### src/rtl/plb_pkg.sv
package plb_pkg;

  localparam int PB = 16;
  localparam int PIPE_N = PB + 7;
  localparam int MUL_LAT = 4;
  localparam int PD_N = PB - MUL_LAT;

  typedef logic [PB-1:0] pix_t;
  typedef logic [2*PB-1:0] wide_t;

  localparam pix_t FULL = {PB{1'b1}};
  localparam pix_t HALF = FULL >> 1;

  typedef logic [2:0] mode_t;
  localparam mode_t MODE_NORMAL   = 3'd0;
  localparam mode_t MODE_ADD      = 3'd1;
  localparam mode_t MODE_SUBTRACT = 3'd2;
  localparam mode_t MODE_MULTIPLY = 3'd3;
  localparam mode_t MODE_SCREEN   = 3'd4;
  localparam mode_t MODE_OVERLAY  = 3'd5;
  localparam mode_t MODE_DIFF     = 3'd6;
  localparam mode_t MODE_DIVIDE   = 3'd7;

  typedef logic reg_idx_t;
  localparam reg_idx_t REG_MODE    = 1'b0;
  localparam reg_idx_t REG_OPACITY = 1'b1;

  typedef struct packed {
    mode_t mode;
    pix_t  a;
    pix_t  b;
    logic  inv;
    logic  dspec;
    pix_t  dspec_val;
  } prep_t;

endpackage

### src/rtl/plb_prep.sv
module plb_prep import plb_pkg::*; (
  input  logic  clk,
  input  logic  en,
  input  mode_t mode,
  input  pix_t  opacity,
  input  pix_t  a,
  input  pix_t  b,
  output prep_t prep_r,
  output pix_t  mx_r,
  output pix_t  my_r,
  output wide_t num_r,
  output pix_t  den_r
);

  prep_t prep_nxt;
  pix_t  mx_nxt;
  pix_t  my_nxt;
  wide_t num_nxt;

  always_comb begin
    prep_nxt.mode = mode;
    prep_nxt.a = a;
    prep_nxt.b = b;
    prep_nxt.inv = 1'b0;
    prep_nxt.dspec = (b == '0) || (a >= b);
    prep_nxt.dspec_val = ((a == '0) && (b == '0)) ? '0 : FULL;
    mx_nxt = a;
    my_nxt = b;
    unique case (mode)
      MODE_ADD, MODE_SUBTRACT: begin
        mx_nxt = b;
        my_nxt = opacity;
      end
      MODE_SCREEN: begin
        mx_nxt = FULL - a;
        my_nxt = FULL - b;
        prep_nxt.inv = 1'b1;
      end
      MODE_OVERLAY: begin
        if (a <= HALF) begin
          mx_nxt = {a[PB-2:0], 1'b0};
        end else begin
          mx_nxt = pix_t'({(FULL - a), 1'b0});
          my_nxt = FULL - b;
          prep_nxt.inv = 1'b1;
        end
      end
      default: begin
        mx_nxt = a;
        my_nxt = b;
      end
    endcase
    // a*full + b/2, full scale being 2^n - 1
    num_nxt = {a, {PB{1'b0}}} - {{PB{1'b0}}, a} + {{(PB+1){1'b0}}, b[PB-1:1]};
  end

  always_ff @(posedge clk) begin
    if (en) begin
      prep_r <= prep_nxt;
      mx_r <= mx_nxt;
      my_r <= my_nxt;
      num_r <= num_nxt;
      den_r <= b;
    end
  end

endmodule

### config.mk
export PLATFORM = sky130hd
export DESIGN_NAME = plb_prep
export DESIGN_NICKNAME = d
export VERILOG_FILES = /design/src/rtl/plb_pkg.sv /design/src/rtl/plb_prep.sv
export SDC_FILE = /design/constraint.sdc
export NUM_CORES = 1
export LEC_CHECK = 0
export BUFFER_PORTS_ARGS = -buffer_cell sky130_fd_sc_hd__buf_2
export CAP_MARGIN = 20
export CORE_MARGIN = 3
export CORE_UTILIZATION = 49
export CTS_BUF_LIST = sky130_fd_sc_hd__clkbuf_8
export DETAILED_ROUTE_END_ITERATION = 16
export PLACE_DENSITY = 0.8
export SYNTH_ARGS = -nofsm -noshare
export SYNTH_HDL_FRONTEND = slang
export SYNTH_SLANG_ARGS = --single-unit
### constraint.sdc
create_clock -name clk -period 2.4 [get_ports clk]
set_input_delay 0.12 -clock clk [delete_from_list [all_inputs] [get_ports clk]]
set_output_delay 0.12 -clock clk [all_outputs]
set_load 0.02 [all_outputs]
==> flow_summary_export.csv <==
group,metric,value,unit
setup_path,crit_path_start,"a[1]",
sta,drv_slew,0,
floorplanning,rows,41,
routing,wl,19000,um
sta,hold_viol,0,
yosys,synth_edf_count,102,
routing,routed_via_density,5.870,
routing,remaining_drc_errors,0,
setup_path,worstSetupStartpointType,"input pin",
yosys,netlist.area_leader.share,0.4709,
yosys,synthTopCellsByArea,"edfxtp_1 (47%), ha_1 (6.0%), a21oi_1 (4.2%)",
sta,grt_setup_unrepaired,"false",
grt,grt_pass1_wl,29040,um
setup_path,worst_setup_path_end_kind,"flip-flop",
run,cap_viol_max_count,0,
routing,drtIter0Drc,724,
cells_and_area,multi_input_area,0.002917,sq mm
cells_and_area,n_antenna_cell,0,
yosys,yosys.area.top_type,"edfxtp_1",
cells_and_area,area_delta_synth_final,21.58,%
placed_design,placed_area,0.007751,sq mm
sta,setup_viol,0,
grt,gr-total-overflow,0,
yosys,yosysWarnings,0,
clock_tree,cts.sinks,102,
clock_tree,clock_path_buffers,2,
setup_path,crit_family,"compound AO/OA/AOI/OAI gates",
floorplanning,die_h,121.2,um
status,status,"complete, no violations",
clock_tree,root_buffer,"clkbuf_8",
grt,grt_max_degree,48,
sta,post-route-min-period,2.067,ns
routing,num_vias,5993,
yosys,postSynthAreaPerCell,9.946,sq um
setup_path,crit_type,"input pin to flip-flop",
yosys,seq_area_frac_synth,0.4709,
placed_design,dp_slack,-0.03971,ns
setup_path,cp_cell_sequence,"buf_2 > inv_1 > ha_1 > nor2b_1 > o31a_1 > o311ai_0 > a21oi_1 > nor3b_1 > xnor2_1",
floorplanning,die_area,0.01469,sq mm
grt,track_usage,0.2545,
grt,grt_antenna_before_repair,0,
sta,post-route-period-util,0.8610,
setup_path,cp_max_fo,5,
sta,fin_tns_setup,0,ns
floorplanning,io_pins,186,
sta,timing.fmax,0.4839,GHz
sta,worstMarginPinSlew,0.6901,ns
yosys,synth_ff_type,"edfxtp_1",
yosys,synth_nets,739,
cells_and_area,regArea,0.003063,sq mm
yosys,ys_types,59,
setup_path,path_buf_inv,2,
floorplanning,start_util,0.5072,
yosys,synthTopCellsByCount,"edfxtp_1 (102), nor2_1 (58), a21oi_1 (55)",
grt,grt_pass1_vias,5408,
floorplanning,core_area,0.01282,sq mm
yosys,synth_area,0.006505,sq mm
sta,finalWorstSetupSlack,0.3335,ns
floorplanning,die_w,121.2,um
clock_tree,htree_num_levels,3,
worst_hold_path,hold_start,"b[14]",
yosys,async_flop_share,0,
clock_tree,cts_resized,0,
setup_path,critPathArrivalTime,2.20,ns
routing,ant_nets,0,
pwr,power_leakage,3.366,nW
setup_path,crit_slowest_cell,"o311ai_0",
cells_and_area,n_fill_cell,1089,
clock_tree,clkTransAtPathRegs,0.10,ns
cells_and_area,finalNetCount,930,
sta,max_slew_margin,0.5400,
clock_tree,cts_setup_buffers,0,
placed_design,place_hpwl,14280,um
setup_path,cp.required,2.54,ns
sta,hold_ws,0.02761,ns
pwr,power,0.004535,W
yosys,syn-instance-count,654,
placed_design,gp_congestion,0.9734,
worst_hold_path,hp-class,"input pin to flip-flop",
yosys,post-synth-top-count-cell,"edfxtp_1",
pwr,powerDensity,573.3,mW/mm^2
pwr,ir_drop,0.2635,mV
placed_design,port_buffers,185,
yosys,ys_seq_elements,102,
clock_tree,cts_hold_buf,1,
routing,dr.pass1.iters,5,
setup_path,crit_path_max_incr_delay,0.49,ns
clock_tree,tritoncts,"built",
clock_tree,numCtsBuffers,9,
cells_and_area,fin_area,0.007909,sq mm
routing,avgRoutedWirePerCell,18.61,um
cells_and_area,drive_gt1_frac,0.3168,
-- power by group --
part | total [W] | switching, W | internal [W]
Combinational | 0.00138 | 0.000888 | 0.000493
Clock | 0.000917 | 0.000565 | 0.000353
Sequential | 0.00224 | 0.0000528 | 0.00218
-- metrics by stage --
step / util / std cells
after floorplan: - / 654
after global placement: 0.6044 / 1005
after detailed placement: 0.6044 / 1005
after CTS: 0.6167 / 1021
after global routing: 0.6167 / 1021
final: 0.6167 / 1021
-- flip-flops by register name, summed over array words and instances (netlist names) --
register  cells
my_r         16
prep_r       22
den_r        16
num_r        32
mx_r         16
-- cell type report --
cell class                 instances  area share
inverter                          36     0.01709
clock buffer                       9     0.01566
timing repair buffer             250      0.1810
multi-input combinational        446      0.3688
clock inverter                     6    0.003006
tap                              172     0.02721
sequential                       102      0.3873
-- path summary, 6_finish.rpt --
path / slack (ns) / depth (start not counted) / to
hold / removal: 0.03 / 1 / den_r[14]
setup / recovery: 0.33 / 9 / num_r[21]
-- cells in the final DEF, fill, tap and decap left out, types with 7 or more instances in the layout --
cell type and count:
buf_2 184, o32ai_1 10, xor2_1 25, edfxtp_1 102
xnor2_1 24, o21ai_0 40, a22oi_1 12, inv_1 36
a21o_1 7, buf_4 64, clkbuf_8 9, nor3_1 24
a31oi_1 10, a211oi_1 14, nand4_1 8, nand3_1 10
o22ai_1 14, nor2_1 58, a21oi_1 55, ha_1 31
nand2_1 34
-- layer usage --
layer  track usage  wire [um]  vias up
li1              -          -     2790
met4        0.1078        536        0
met2        0.3967       8794      365
met3       0.03776       1767       35
met1        0.3562       7901     2803
met5             0          0        -
-- cells by family after synthesis --
family	Yosys count	synth area share
fa+ha+maj	32	0.06270
flops	102	0.4709
simple gates	169	0.1262
xor+xnor	49	0.06597
buf+inv	106	0.08078
compound gates	196	0.1935
Note: power is estimated with default switching activity, not from simulation.
