[src/rtl/plb_pkg.sv]
package plb_pkg;

  localparam int PB = 16;
  localparam int PIPE_N = PB + 7;
  localparam int MUL_LAT = 4;
  localparam int PD_N = PB - MUL_LAT;

  typedef logic [PB-1:0] pix_t;
  typedef logic [2*PB-1:0] wide_t;

  localparam pix_t FULL = {PB{1'b1}};
  localparam pix_t HALF = FULL >> 1;

  typedef logic [2:0] mode_t;
  localparam mode_t MODE_NORMAL   = 3'd0;
  localparam mode_t MODE_ADD      = 3'd1;
  localparam mode_t MODE_SUBTRACT = 3'd2;
  localparam mode_t MODE_MULTIPLY = 3'd3;
  localparam mode_t MODE_SCREEN   = 3'd4;
  localparam mode_t MODE_OVERLAY  = 3'd5;
  localparam mode_t MODE_DIFF     = 3'd6;
  localparam mode_t MODE_DIVIDE   = 3'd7;

  typedef logic reg_idx_t;
  localparam reg_idx_t REG_MODE    = 1'b0;
  localparam reg_idx_t REG_OPACITY = 1'b1;

  typedef struct packed {
    mode_t mode;
    pix_t  a;
    pix_t  b;
    logic  inv;
    logic  dspec;
    pix_t  dspec_val;
  } prep_t;

endpackage

[src/rtl/plb_frac_mul.sv]
module plb_frac_mul import plb_pkg::*; (
  input  logic clk,
  input  logic en,
  input  pix_t x1,
  input  pix_t y1,
  input  pix_t x2,
  input  pix_t y2,
  output pix_t q_r
);

  wide_t            p1_r;
  wide_t            p2_r;
  wide_t            s_r;
  pix_t             q0_r;
  logic [PB+1:0]    sl_r;
  wide_t            s_nxt;
  logic [2*PB:0]    est;
  pix_t             q0_nxt;
  logic [PB+1:0]    rem;
  pix_t             q_nxt;

  always_comb begin
    s_nxt = p1_r + p2_r + {{PB{1'b0}}, HALF};
    // estimate of s / full scale, never above the true quotient and at most one below
    est = {1'b0, s_r} + {{(PB+1){1'b0}}, s_r[2*PB-1:PB]};
    q0_nxt = est[2*PB-1:PB];
    rem = sl_r - {q0_r[1:0], {PB{1'b0}}} + {2'b00, q0_r};
    q_nxt = q0_r + pix_t'(rem >= {2'b00, FULL});
  end

  always_ff @(posedge clk) begin
    if (en) begin
      p1_r <= x1 * y1;
      p2_r <= x2 * y2;
      s_r <= s_nxt;
      q0_r <= q0_nxt;
      sl_r <= s_r[PB+1:0];
      q_r <= q_nxt;
    end
  end

endmodule

[config.mk]
export PLATFORM = sky130hd
export DESIGN_NAME = plb_frac_mul
export DESIGN_NICKNAME = d
export VERILOG_FILES = /design/src/rtl/plb_pkg.sv /design/src/rtl/plb_frac_mul.sv
export SDC_FILE = /design/constraint.sdc
export NUM_CORES = 1
export LEC_CHECK = 0
export BUFFER_PORTS_ARGS = -buffer_cell sky130_fd_sc_hd__buf_2
export CORE_ASPECT_RATIO = 0.7
export CORE_MARGIN = 8
export CORE_UTILIZATION = 40
export CTS_CLUSTER_DIAMETER = 200
export DETAILED_ROUTE_END_ITERATION = 8
export PLACE_DENSITY_LB_ADDON = 0.1
export SLEW_MARGIN = 20
export SYNTH_ARGS = -nofsm -noshare
export SYNTH_HDL_FRONTEND = slang
export SYNTH_SLANG_ARGS = --single-unit
[constraint.sdc]
create_clock -name clk -period 16 [get_ports clk]
set_clock_uncertainty 0.15 [all_clocks]
set_input_delay 0.8 -clock clk [delete_from_list [all_inputs] [get_ports clk]]
set_output_delay 0.8 -clock clk [all_outputs]
set_load 0.03 [all_outputs]
==> results of run 1 <==
-- critical path: stages --
cell	delay, ns
buf_2	0.30
nand2_1	0.13
fa_1	0.52
fa_1	0.58
fa_1	0.46
fa_1	0.55
inv_1	0.05
fa_1	0.47
inv_1	0.05
fa_1	0.48
inv_1	0.04
ha_1	0.33
a21oi_1	0.25
o21ai_1	0.13
or3_1	0.32
o22ai_1	0.43
o2bb2ai_1	0.32
a211o_1	0.32
a21oi_1	0.17
xnor2_1	0.08
-- synth_stat cells (16+ instances only) --
master and count:
a21oi_1 86, o21ai_0 34, fa_1 389, and2_1 252, nor2_1 61, nand2_1 319, nand3_1 26, xor2_1 33
edfxtp_1 146, ha_1 319, inv_1 606, xnor2_1 80, a21o_1 46, nand2b_1 16, nor3_1 21, clkbuf_1 67
-- path summary, 6_finish.rpt --
check                                   startpoint            endpoint  slack [ns]  depth (start not counted)
worst min register to register    s_r[9]$_DFFE_PP_   sl_r[9]$_DFFE_PP_        0.31                          0
worst min-delay path              s_r[9]$_DFFE_PP_   sl_r[9]$_DFFE_PP_        0.31                          0
worst max register to register  q0_r[12]$_DFFE_PP_   q_r[14]$_DFFE_PP_       11.13                         17
worst max-delay path                         y2[1]  p2_r[28]$_DFFE_PP_        9.24                         20
-- layout make-up --
class | instances | area share, %
Multi-Input combinational cell | 1873 | 68.1
Inverter | 606 | 8.36
Clock inverter | 14 | 0.538
Clock buffer | 17 | 1.56
Timing Repair Buffer | 82 | 1.54
Sequential cell | 146 | 16.1
Tap cell | 829 | 3.81
-- kinds of logic (layout without fill, tap and decap cells) --
logic type / count (synthesis) / after routing / synth area share [%]
buffers and inverters: 673 / 719 / 9.94
flip-flops: 146 / 146 / 17.2
AND/OR/NAND/NOR: 751 / 751 / 14.7
adder cells (fa/ha/maj): 708 / 708 / 46.3
multiplexers: 2 / 2 / 0.0837
XOR/XNOR: 113 / 113 / 3.89
AO/OA/AOI/OAI: 299 / 299 / 7.85
-- registers in the layout (all words and copies together), names as in the netlist --
register,count
p1_r,32
p2_r,32
q0_r,16
q_r,16
s_r,32
sl_r,18
-- through the flow --
stage,instance area [um^2],hold slack (ns)
after floorplan,25400,0.278
after global placement,26600,0.302
after detailed placement,26600,0.294
after CTS,27200,0.314
after global routing,27200,0.330
final,27200,0.314
-- layer usage --
| layer | vias up | global-route usage [%] | share of wire (%) |
|---|---|---|---|
| met4 | 0 | 2.23 | 0.74 |
| li1 | 8533 | - | - |
| met1 | 9005 | 24.9 | 50 |
| met3 | 27 | 2.16 | 4.2 |
| met2 | 308 | 26.8 | 45 |
| met5 | - | 0 | 0 |
==> flow_summary.yaml, run 1 <==
clock_network:
  clockRootBuffer: "clkbuf_16"
  path_clk_slew_ns: 0.06
  clockBufferDepth: 2
  cts_sinks: 146
  cts_setup_buffers: 0
  cts_tree: "yes"
  h-tree-depth: 4
  clock_latency_ns: 0.43
  cts_resized: 0
  cts-hold-fix-buffers: 0
  cts_buffers: 17
synthesis:
  async_reset_ff_share_pct: 0
  syn_inst: 2692
  seq_area_frac_synth_pct: 17.2
  synth_nets: 3466
  yosysWarnings: 0
  synth.ff_latch_count: 146
  synth_edf_count: 146
  syn_area_um2: 25400
  ys_top_cells_by_area: "fa_1 31%, edfxtp_1 17%, ha_1 16%"
  avgSynthCellArea_um2: 9.44
  yosys.area.top_type: "fa_1"
  synth_flop_cell: "edfxtp_1"
  synth_cell_types: 69
  synth_top_area_share_pct: 30.6
cells_and_area:
  drive_above_1_share_pct: 4.60
  syn2layout_area_growth_pct: 6.99
  fill_cells: 6253
  antennaDiodeCount: 0
  nets: 3500
  final_cells: 3567
  utilization_pct: 43.2
  seqCellArea_um2: 4380
  final_common_cell: "inv_1"
  multi_input_area_um2: 18500
  layout_common_cells: "606 x inv_1, 389 x fa_1, 319 x nand2_1, 319 x ha_1, 252 x and2_1"
drt:
  drc_errors: 0
  ant_nets: 0
  routed_via_density: 5.01
  num_vias: 17900
  wirelength_um: 58000
  avgRoutedWirePerCell_um: 16.3
  dr.pass1.iters: 5
  first_iter_violations: 1146
worst_setup_path:
  worstSetupStartpointType: "primary input"
  critPathMaxFanout: 16
  critPathKind: "primary input to register"
  required_ns: 16.03
  arrival_ns: 6.79
  end_kind: "register"
global_route:
  grt_max_degree: 77
  grt_usage_pct: 16.8
  grt-ovfl-total: 0
  grt_pass1_vias: 19000
  grt_pass1_wl_um: 98100
  antenna_found_initial: 0
floorplan:
  ios: 82
  row_count: 77
  start_util_pct: 40.4
  die_x_um: 317
  dieArea_um2: 72000
  core_um2: 63000
  chipHeight_um: 227
placement:
  dpl.hpwl_um: 49000
  dp_slack_ns: 8.81
  dp_cells: 3536
  gp_congestion: 0.836
  io_buffers: 81
run_status:
  outcome: "finished, final reports clean"
timing:
  hold_viol: 0
  worstMarginPinSlew_ns: 1.00
  setup_ws_ns: 9.24
  period_share_pct: 42.3
  rsz0062_at_grt: "false"
  fmax_mhz: 148
  tns_ns: 0
  setup_viol: 0
  slew_headroom_pct: 33.1
  post-route-min-period_ns: 6.76
  slew_viol_final: 0
min_path:
  hp-class: "register to register"
run:
  cap_violations: 0
Power of run 1 is not shown: default switching activity piles up to over one toggle a cycle in this logic, so the estimate is an artifact.
==> run 2, diff against run 1 <==
Clock period 16 ns to 6.2 ns, I/O delays scaled along.
==> run 2 against run 1 <==
Routed wire length is 1.5% higher. Largest cell class unchanged. Clock-buffer cell count unchanged. First-iteration DRC count decreased by 7.6%. Non-clock buffer count is 181 higher. Die area unchanged.
==> flow_summary.yaml, run 2 (synthesis gave the netlist of run 1 again) <==
run_status:
  outcome: "finished, final reports clean"
global_route:
  grt_pass1_vias: 19300
  grt-ovfl-total: 0
  antenna_found_initial: 0
  grt_pass1_wl_um: 100000
  grt_max_degree: 92
  grt_usage_pct: 17.0
cells_and_area:
  antennaDiodeCount: 0
  syn2layout_area_growth_pct: 12.7
  reg.largest.list: "p1_r (32), p2_r (32), s_r (32)"
  fill_cells: 6153
  final_common_cell: "inv_1"
  utilization_pct: 45.5
  nets: 3681
  drive_above_1_share_pct: 10.7
  finalInstanceArea_um2: 28700
  layout_common_cells: "606 x inv_1, 389 x fa_1, 319 x nand2_1, 319 x ha_1, 252 x and2_1"
clock_network:
  h-tree-depth: 4
  cts_setup_buffers: 0
  clockBufferDepth: 2
  path_clk_slew_ns: 0.06
  clockRootBuffer: "clkbuf_16"
  cts_tree: "yes"
  cts_resized: 0
  cts-hold-fix-buffers: 0
  clock_latency_ns: 0.43
  cts_sinks: 146
  cts_buffers: 17
floorplan:
  die_x_um: 317
  core_um2: 63000
  dieArea_um2: 72000
  start_util_pct: 40.4
  chipHeight_um: 227
  ios: 82
  row_count: 77
worst_setup_path:
  critPathKind: "primary input to register"
  cp-endpoint: "p1_r[29]$_DFFE_PP_"
  r2r_end: "q_r[14]$_DFFE_PP_"
  worstRegToRegCells: 17
  rrSetupSlack_ns: 1.49
  critPathMaxFanout: 11
  worstSetupStartpointType: "primary input"
  reg2reg_from: "q0_r[12]$_DFFE_PP_"
  required_ns: 6.23
  startpoint: "x1[8]"
  end_kind: "register"
  arrival_ns: 5.97
drt:
  dr.pass1.iters: 5
  wirelength_um: 58900
  drc_errors: 0
  avgRoutedWirePerCell_um: 15.7
  first_iter_violations: 1059
  num_vias: 18500
  ant_nets: 0
  routed_via_density: 4.93
min_path:
  hp-class: "primary input to register"
  hold_path.startpoint: "y1[0]"
timing:
  period_share_pct: 95.7
  rsz0062_at_grt: "true"
  setup_viol: 0
  worstMarginPinSlew_ns: 0.866
  setup_ws_ns: 0.266
  post-route-min-period_ns: 5.93
  slew_headroom_pct: 42.3
  fmax_mhz: 169
  slew_viol_final: 0
  hold_viol: 0
placement:
  dpl.hpwl_um: 51600
  dp_slack_ns: -0.226
  placedInstanceArea_um2: 28100
  gp_congestion: 0.855
  io_buffers: 81
run:
  cap_violations: 0
-- run 2: cell count changes in the layout (fill, tap and decap cells not counted), sizes merged --
cell / previous run / this run
clkinvlp: 4 / 1
buf: 82 / 263
inv: 614 / 613
clkinv: 1 / 6
-- run 2: worst max-delay path, cell delays in order --
cell and delay [ns]:
buf_2 0.28, nand2_1 0.11, fa_1 0.47, fa_1 0.58, fa_1 0.45, fa_1 0.54
inv_1 0.05, fa_1 0.47, inv_1 0.05, fa_1 0.47, inv_1 0.04, ha_1 0.29
and2_1 0.15, buf_4 0.11, nand3_1 0.14, o31ai_2 0.58, a211oi_2 0.22, o211a_1 0.29
o21ai_1 0.14, a21oi_1 0.09, xnor2_1 0.13
-- run 2: cell type report --
cell class | instances | area (um^2) | area share (%)
Inverter | 606 | 2270 | 7.94
Clock buffer | 17 | 425 | 1.48
Timing Repair Buffer | 263 | 1850 | 6.47
Clock inverter | 15 | 145 | 0.506
Tap cell | 829 | 1040 | 3.62
Multi-Input combinational cell | 1873 | 18500 | 64.7
Sequential cell | 146 | 4380 | 15.3
-- run 2: metal layers --
layer / vias to the layer above / track usage, % / wire (um)
li1: 8907 / - / -
met5: - / 0 / 0
met2: 362 / 25.5 / 24900
met3: 39 / 2.52 / 2620
met4: 0 / 2.56 / 556
met1: 9178 / 26.3 / 30800
-- run 2: stage by stage --
stage               setup TNS [ns]  hold WS (ns)  cells
global route               -0.0168         0.310   3749
CTS                              0         0.279   3749
detailed placement           -1.67         0.308   3717
finish                           0         0.305   3749
global placement            -0.762         0.302   3717
floorplan                        0         0.272   2692
-- run 2: worst min-delay path by stage --
stage	endpoint	slack, ns	depth (start not counted)
2_1_floorplan	p1_r[0]$_DFFE_PP_	0.27	0
3_3_place_gp	sl_r[4]$_DFFE_PP_	0.30	0
3_5_place_dp	sl_r[5]$_DFFE_PP_	0.31	0
4_1_cts	p1_r[0]$_DFFE_PP_	0.28	2
5_1_grt	p2_r[0]$_DFFE_PP_	0.31	2
6_report	p1_r[0]$_DFFE_PP_	0.31	2
Power of run 2 is left out for the same reason.
