### src/rtl/plb_pkg.sv
package plb_pkg;

  localparam int PB = 16;
  localparam int PIPE_N = PB + 7;
  localparam int MUL_LAT = 4;
  localparam int PD_N = PB - MUL_LAT;

  typedef logic [PB-1:0] pix_t;
  typedef logic [2*PB-1:0] wide_t;

  localparam pix_t FULL = {PB{1'b1}};
  localparam pix_t HALF = FULL >> 1;

  typedef logic [2:0] mode_t;
  localparam mode_t MODE_NORMAL   = 3'd0;
  localparam mode_t MODE_ADD      = 3'd1;
  localparam mode_t MODE_SUBTRACT = 3'd2;
  localparam mode_t MODE_MULTIPLY = 3'd3;
  localparam mode_t MODE_SCREEN   = 3'd4;
  localparam mode_t MODE_OVERLAY  = 3'd5;
  localparam mode_t MODE_DIFF     = 3'd6;
  localparam mode_t MODE_DIVIDE   = 3'd7;

  typedef logic reg_idx_t;
  localparam reg_idx_t REG_MODE    = 1'b0;
  localparam reg_idx_t REG_OPACITY = 1'b1;

  typedef struct packed {
    mode_t mode;
    pix_t  a;
    pix_t  b;
    logic  inv;
    logic  dspec;
    pix_t  dspec_val;
  } prep_t;

endpackage

### src/rtl/plb_div.sv
module plb_div import plb_pkg::*; (
  input  logic  clk,
  input  logic  en,
  input  wide_t num,
  input  pix_t  den,
  output pix_t  q
);

  pix_t rem_r [PB];
  pix_t low_r [PB];
  pix_t q_r [PB];
  pix_t den_r [PB];
  pix_t rem_nxt [PB];
  pix_t low_nxt [PB];
  pix_t q_nxt [PB];
  pix_t den_nxt [PB];

  always_comb begin
    for (int i = 0; i < PB; i++) begin
      pix_t rem_c;
      pix_t low_c;
      pix_t q_c;
      pix_t den_c;
      logic [PB:0] trial;
      logic ge;
      if (i == 0) begin
        rem_c = num[2*PB-1:PB];
        low_c = num[PB-1:0];
        q_c = '0;
        den_c = den;
      end else begin
        rem_c = rem_r[i-1];
        low_c = low_r[i-1];
        q_c = q_r[i-1];
        den_c = den_r[i-1];
      end
      trial = {rem_c, low_c[PB-1]};
      ge = trial >= {1'b0, den_c};
      rem_nxt[i] = ge ? pix_t'(trial - {1'b0, den_c}) : trial[PB-1:0];
      low_nxt[i] = {low_c[PB-2:0], 1'b0};
      q_nxt[i] = {q_c[PB-2:0], ge};
      den_nxt[i] = den_c;
    end
  end

  always_ff @(posedge clk) begin
    if (en) begin
      for (int i = 0; i < PB; i++) begin
        rem_r[i] <= rem_nxt[i];
        low_r[i] <= low_nxt[i];
        q_r[i] <= q_nxt[i];
        den_r[i] <= den_nxt[i];
      end
    end
  end

  assign q = q_r[PB-1];

endmodule

### config.mk
export PLATFORM = sky130hd
export DESIGN_NAME = plb_div
export DESIGN_NICKNAME = d
export VERILOG_FILES = /design/src/rtl/plb_pkg.sv /design/src/rtl/plb_div.sv
export SDC_FILE = /design/constraint.sdc
export NUM_CORES = 1
export LEC_CHECK = 0
export BUFFER_PORTS_ARGS = -buffer_cell sky130_fd_sc_hd__buf_2
export CELL_PAD_IN_SITES_DETAIL_PLACEMENT = 1
export CELL_PAD_IN_SITES_GLOBAL_PLACEMENT = 1
export CORE_ASPECT_RATIO = 0.9
export CORE_UTILIZATION = 53
export DETAILED_ROUTE_END_ITERATION = 8
export HOLD_SLACK_MARGIN = 0.15
export PLACE_DENSITY = 0.82
export SLEW_MARGIN = 20
export SYNTH_ARGS = -nofsm -noshare
export SYNTH_HDL_FRONTEND = slang
export SYNTH_SLANG_ARGS = --single-unit
### constraint.sdc
create_clock -name clk -period 3.9 [get_ports clk]
set_input_delay 0.78 -clock clk [delete_from_list [all_inputs] [get_ports clk]]
set_output_delay 0.78 -clock clk [all_outputs]
set_load 0.05 [all_outputs]
==> out/metrics.yaml, run 1 <==
worst_slew_pin_slew_ns: 1.048
p_per_area_nw_per_um2: 802.0
cts_tree: "yes"
htreeDepth: 3
dpl.hpwl_mm: 63.14
flow.area_growth_from_synthesis_pct: 11.21
grt_pass1_wl_mm: 136.9
drc: 0
ys_types: 70
drive_gt1_share_pct: 12.41
synth_cells: 2846
syn_avg_cell_area_um2: 12.98
postRouteAntennaNets: 0
die_w_um: 280.3
cts_resized: 0
cts_setup_buffers: 0
wirelength_mm: 86.74
portBuffers: 65
cp_data_arrival_time_ns: 3.94
hp-class: "input port to register"
crit_type: "register to register"
hold_slack_ns: 0.3227
rsz0062_at_grt: "false"
cts_root_buf: "clkbuf_16"
synth_seq_cells: 736
final_hold_viol_count: 0
cts_num_sinks: 736
rows: 91
synthTopCellsByArea: "edfxtp_1, ha_1, mux2_2"
synth_warnings: 0
max_clock_freq_mhz: 279.6
worst_path_largest_cell_delay_ns: 0.82
cts-buffers-inserted: 79
antenna_cells: 0
startpoint_type: "register"
grt_usage_pct: 24.78
p_leak_nw: 16.38
maxCapViolCount: 0
period_minus_slack_ns: 3.577
ys_seq_area_share_pct: 59.84
die_area_um2: 70750
ctsHoldBuffers: 0
synthFlopType: "edfxtp_1"
drtIter0Drc: 1268
critical_path.cell_chain: "inv_1 > ha_1 > nor2b_1 > o31a_1 > o21ai_1 > a21oi_1 > a211oi_1 > a32o_1 > o21ai_2 > mux2_2"
fp.coreArea_um2: 68770
p_total_mw: 32.94
finClkSkew_ns: 0.01902
status: "finished, final reports clean"
synth_common_cells: "edfxtp_1, inv_1, ha_1"
first_pass_iters: 5
grt_max_degree: 100
vias: 23100
synth-edff-count: 736
vias_per_cell: 5.823
syn-num-nets: 3167
clock_latency_ns: 0.64
synth.top_cell.area_share_pct: 59.84
required_ns: 4.27
synth_area_um2: 36930
antenna_found_initial: 0
grt_pass1_vias: 25290
async_flop_share_pct: 0
crit_fanout: 17
initial_core_util_pct: 53.71
io_pins: 66
gp_congestion: 0.8748
grt_remaining_overflow: 0
ir_drop_uv: 402.2
yosys.area.top_type: "edfxtp_1"
post-route-period-util_pct: 91.71
endpoint_kind: "register"
die_h_um: 252.4
clkTransAtPathRegs_ns: 0.06
setup_tns_ns: 0
crit_slowest_cell: "o21ai_2"
clockBufferDepth: 3
wire_per_inst_um: 21.87
finalSetupViolCount: 0
synthMostInstantiatedCell: "edfxtp_1"
fin_nets: 3300
drv_slew: 0
relSlewSlack_pct: 30.12
-- power breakdown --
group	internal (mW)	switching, mW	leakage, nW	total, mW
logic	5.81	7.40	7.94	13.2
registers	11.2	1.08	7.19	12.3
clock network	4.29	3.12	1.25	7.41
-- cell families after synthesis --
family	Yosys count	synth area share, %
flip-flops	736	59.84
AO/OA/AOI/OAI	621	10.67
AND/OR/NAND/NOR	518	6.907
buffers and inverters	355	3.706
adder cells (fa/ha/maj)	271	9.485
multiplexers	182	5.525
XOR/XNOR	163	3.865
-- critical path: cells and delay by family (launching register included) --
family / cells / cell delay (ns)
buf+inv: 1 / 0.07
simple gates: 1 / 0.23
compound gates: 6 / 1.82
fa+ha+maj: 1 / 0.33
flops: 1 / 0.43
mux: 1 / 0.44
-- sequential cells by signal (all words and copies together), names as in the netlist --
name	cells
den_r	240
low_r	120
q_r	136
rem_r	240
-- cells in the final DEF, fill, tap and decap left out, drive strengths merged, types with 39 or more instances in the layout --
master    n
inv     325
nor2b    46
mux2    154
nor2    122
buf      85
edfxtp  736
a21o     51
ha      256
nand4    39
xor2     74
a21oi   165
o21ai   172
o21a     49
xnor2    89
clkinv   39
clkbuf   87
nand2   137
-- final timing paths --
check,from,slack [ns],depth (start not counted),endpoint
worst max-delay path,den_r[0][33],0.32,10,rem_r[0][57]
worst min-delay path,num[6],0.32,1,low_r[0][6]
worst max register to register,den_r[0][33],0.32,10,rem_r[0][57]
worst min register to register,q_r[1][89],0.41,0,q_r[1][106]
-- routing by layer --
layer	routed length (um)	global-route usage (%)	share of wire [%]	up-vias
met5	0	0	0	-
met4	3154	9.461	3.6	0
met3	2425	3.485	2.8	205
met2	46600	46.59	54	402
met1	34560	28.28	40	11630
li1	-	-	-	10860
-- metrics by stage --
| stage | cells | util, % | instance area (um2) | setup WS [ns] |
|---|---|---|---|---|
| after floorplan | 2846 | - | 36930 | 0.6212 |
| after global placement | 3828 | 56.02 | 38530 | 0.2851 |
| after detailed placement | 3828 | 56.02 | 38530 | 0.2175 |
| after CTS | 3967 | 59.71 | 41060 | 0.3145 |
| after global routing | 3967 | 59.73 | 41080 | 0.1326 |
| final | 3967 | 59.73 | 41080 | 0.3234 |
-- cell type report --
| class | count | area (um2) |
|---|---|---|
| Clock buffer | 87 | 2028 |
| Clock inverter | 52 | 505.5 |
| Fill cell | 6760 | 27700 |
| Inverter | 322 | 1209 |
| Multi-Input combinational cell | 1755 | 13480 |
| Sequential cell | 736 | 22100 |
| Tap cell | 930 | 1164 |
| Timing Repair Buffer | 85 | 585.6 |
(Power assumes the default switching activity.)
==> run 2, diff against run 1 <==
--- a/config.mk
+++ b/config.mk
@@ -6,13 +6,11 @@
 export NUM_CORES = 1
 export LEC_CHECK = 0
 export BUFFER_PORTS_ARGS = -buffer_cell sky130_fd_sc_hd__buf_2
-export CELL_PAD_IN_SITES_DETAIL_PLACEMENT = 1
-export CELL_PAD_IN_SITES_GLOBAL_PLACEMENT = 1
 export CORE_ASPECT_RATIO = 0.9
-export CORE_UTILIZATION = 53
+export CORE_UTILIZATION = 55
 export DETAILED_ROUTE_END_ITERATION = 8
 export HOLD_SLACK_MARGIN = 0.15
-export PLACE_DENSITY = 0.82
+export PLACE_DENSITY = 0.73
 export SLEW_MARGIN = 20
 export SYNTH_ARGS = -nofsm -noshare
 export SYNTH_HDL_FRONTEND = slang
==> run 2 against run 1 <==
  * Sequential share of layout area up 0.14 points
  * Critical endpoint is now rem_r[1][16]
  * Fmax rose by 3.9%
  * Worst setup slack better by 0.13 ns
  * Largest power group unchanged
  * Largest cell class unchanged
==> out/metrics.yaml, run 2 (same netlist as run 1, synthesis figures left out) <==
maxCapViolCount: 0
drv_slew: 0
die_area_um2: 68190
cts_root_buf: "clkbuf_16"
first_pass_iters: 8
crit_top_cell: "nand2_1"
finalSetupViolCount: 0
setup_tns_ns: 0
relSlewSlack_pct: 39.22
max_clock_freq_mhz: 290.5
fin_nets: 3306
dpl.hpwl_mm: 51.00
grt_pass1_wl_mm: 111.7
grt_pass1_vias: 22840
startpoint_type: "register"
required_ns: 4.25
postRouteAntennaNets: 0
crit_slowest_cell: "a2111oi_1"
critical_path.cell_chain: "inv_1 > ha_1 > nor2b_1 > o31a_1 > or3_1 > a2111oi_1 > o21bai_1 > nand2_1 > nand2_1 > buf_4 > mux2i_1"
final_cell_mix: "edfxtp_1, inv_1, ha_1, o21ai_0, a21oi_1"
io_pins: 66
post-route-period-util_pct: 88.27
ir_drop_uv: 445.5
fp.coreArea_um2: 65920
finClkSkew_ns: 0.02357
ctsHoldBuffers: 0
rsz0062_at_grt: "false"
cts_tree: "yes"
grt_usage_pct: 20.53
die_w_um: 275.2
die_h_um: 247.8
crit_type: "register to register"
vias_per_cell: 5.730
grt_remaining_overflow: 0
flow.area_growth_from_synthesis_pct: 10.93
period_minus_slack_ns: 3.443
wire_per_inst_um: 17.82
clockBufferDepth: 3
initial_core_util_pct: 56.03
hold_slack_ns: 0.3387
hp-class: "input port to register"
reg_top3: "den_r (240), rem_r (240), q_r (136)"
cts_num_sinks: 736
drtIter0Drc: 1696
portBuffers: 65
rows: 89
p_per_area_nw_per_um2: 777.2
final_core_util_pct: 62.15
regArea_um2: 22100
p_leak_nw: 16.37
antenna_found_initial: 0
grt_max_degree: 92
cts-buffers-inserted: 76
status: "finished, final reports clean"
clock_latency_ns: 0.62
crit_fanout: 15
cp_data_arrival_time_ns: 3.79
fillers: 4930
clkTransAtPathRegs_ns: 0.06
htreeDepth: 3
vias: 22390
mostFrequentLayoutCell: "edfxtp_1"
drive_gt1_share_pct: 12.26
worst_path_largest_cell_delay_ns: 0.48
worst_slew_pin_slew_ns: 0.9115
wirelength_mm: 69.63
gp_congestion: 0.9144
endpoint_kind: "register"
crit_buf_inv: 2
multi_input_area_um2: 13470
final_hold_viol_count: 0
cts_setup_buffers: 0
cts_resized: 0
antenna_cells: 0
drc: 0
cp_top_family: "simple AND/OR/NAND/NOR gates"
[run 2: cell types whose count changed in the layout (fill, tap and decap cells not counted), sizes merged]
| cell | delta |
|---|---|
| clkinv | -9 |
| clkinvlp | -1 |
| clkbuf | +7 |
| buf | +9 |
[run 2: metal layers]
layer  global-route usage [%]  vias up  part of all wire [%]
li1                         -    10880                     -
met1                    23.28    10780                    40
met2                    37.90      541                    52
met3                    3.367      183                   4.0
met4                    8.986        0                   4.0
met5                        0        -                     0
[run 2: through the flow]
stage          instances  setup slack [ns]  cell area, um2  total power [mW]
6_report            3907            0.4574           40970             31.84
5_1_grt             3907            0.2957           40970             33.76
4_1_cts             3907            0.4438           40970             31.90
3_5_place_dp        3771            0.2225           38520             24.62
3_3_place_gp        3771            0.2597           38520             24.08
2_1_floorplan       2846            0.6212           36930             21.61
[run 2: area by class of cell]
class                      instances  share of cell area (%)
tap                              864                   2.639
multi-input combinational       1755                   32.87
timing repair buffer              94                   1.625
clock buffer                      94                   4.911
clock inverter                    42                   1.057
inverter                         322                   2.950
sequential                       736                   53.95
[run 2: power breakdown]
group	internal, mW	switching [mW]
Clock	4.20	2.94
Combinational	5.78	6.77
Sequential	11.2	0.907
[run 2: worst paths after layout]
kind,cells after the start,from,end,slack (ns)
worst max-delay path,11,den_r[1][1],rem_r[1][16],0.46
worst min-delay path,1,num[6],low_r[0][6],0.34
worst max register to register,11,den_r[1][1],rem_r[1][16],0.46
worst min register to register,0,q_r[1][23],q_r[1][40],0.40
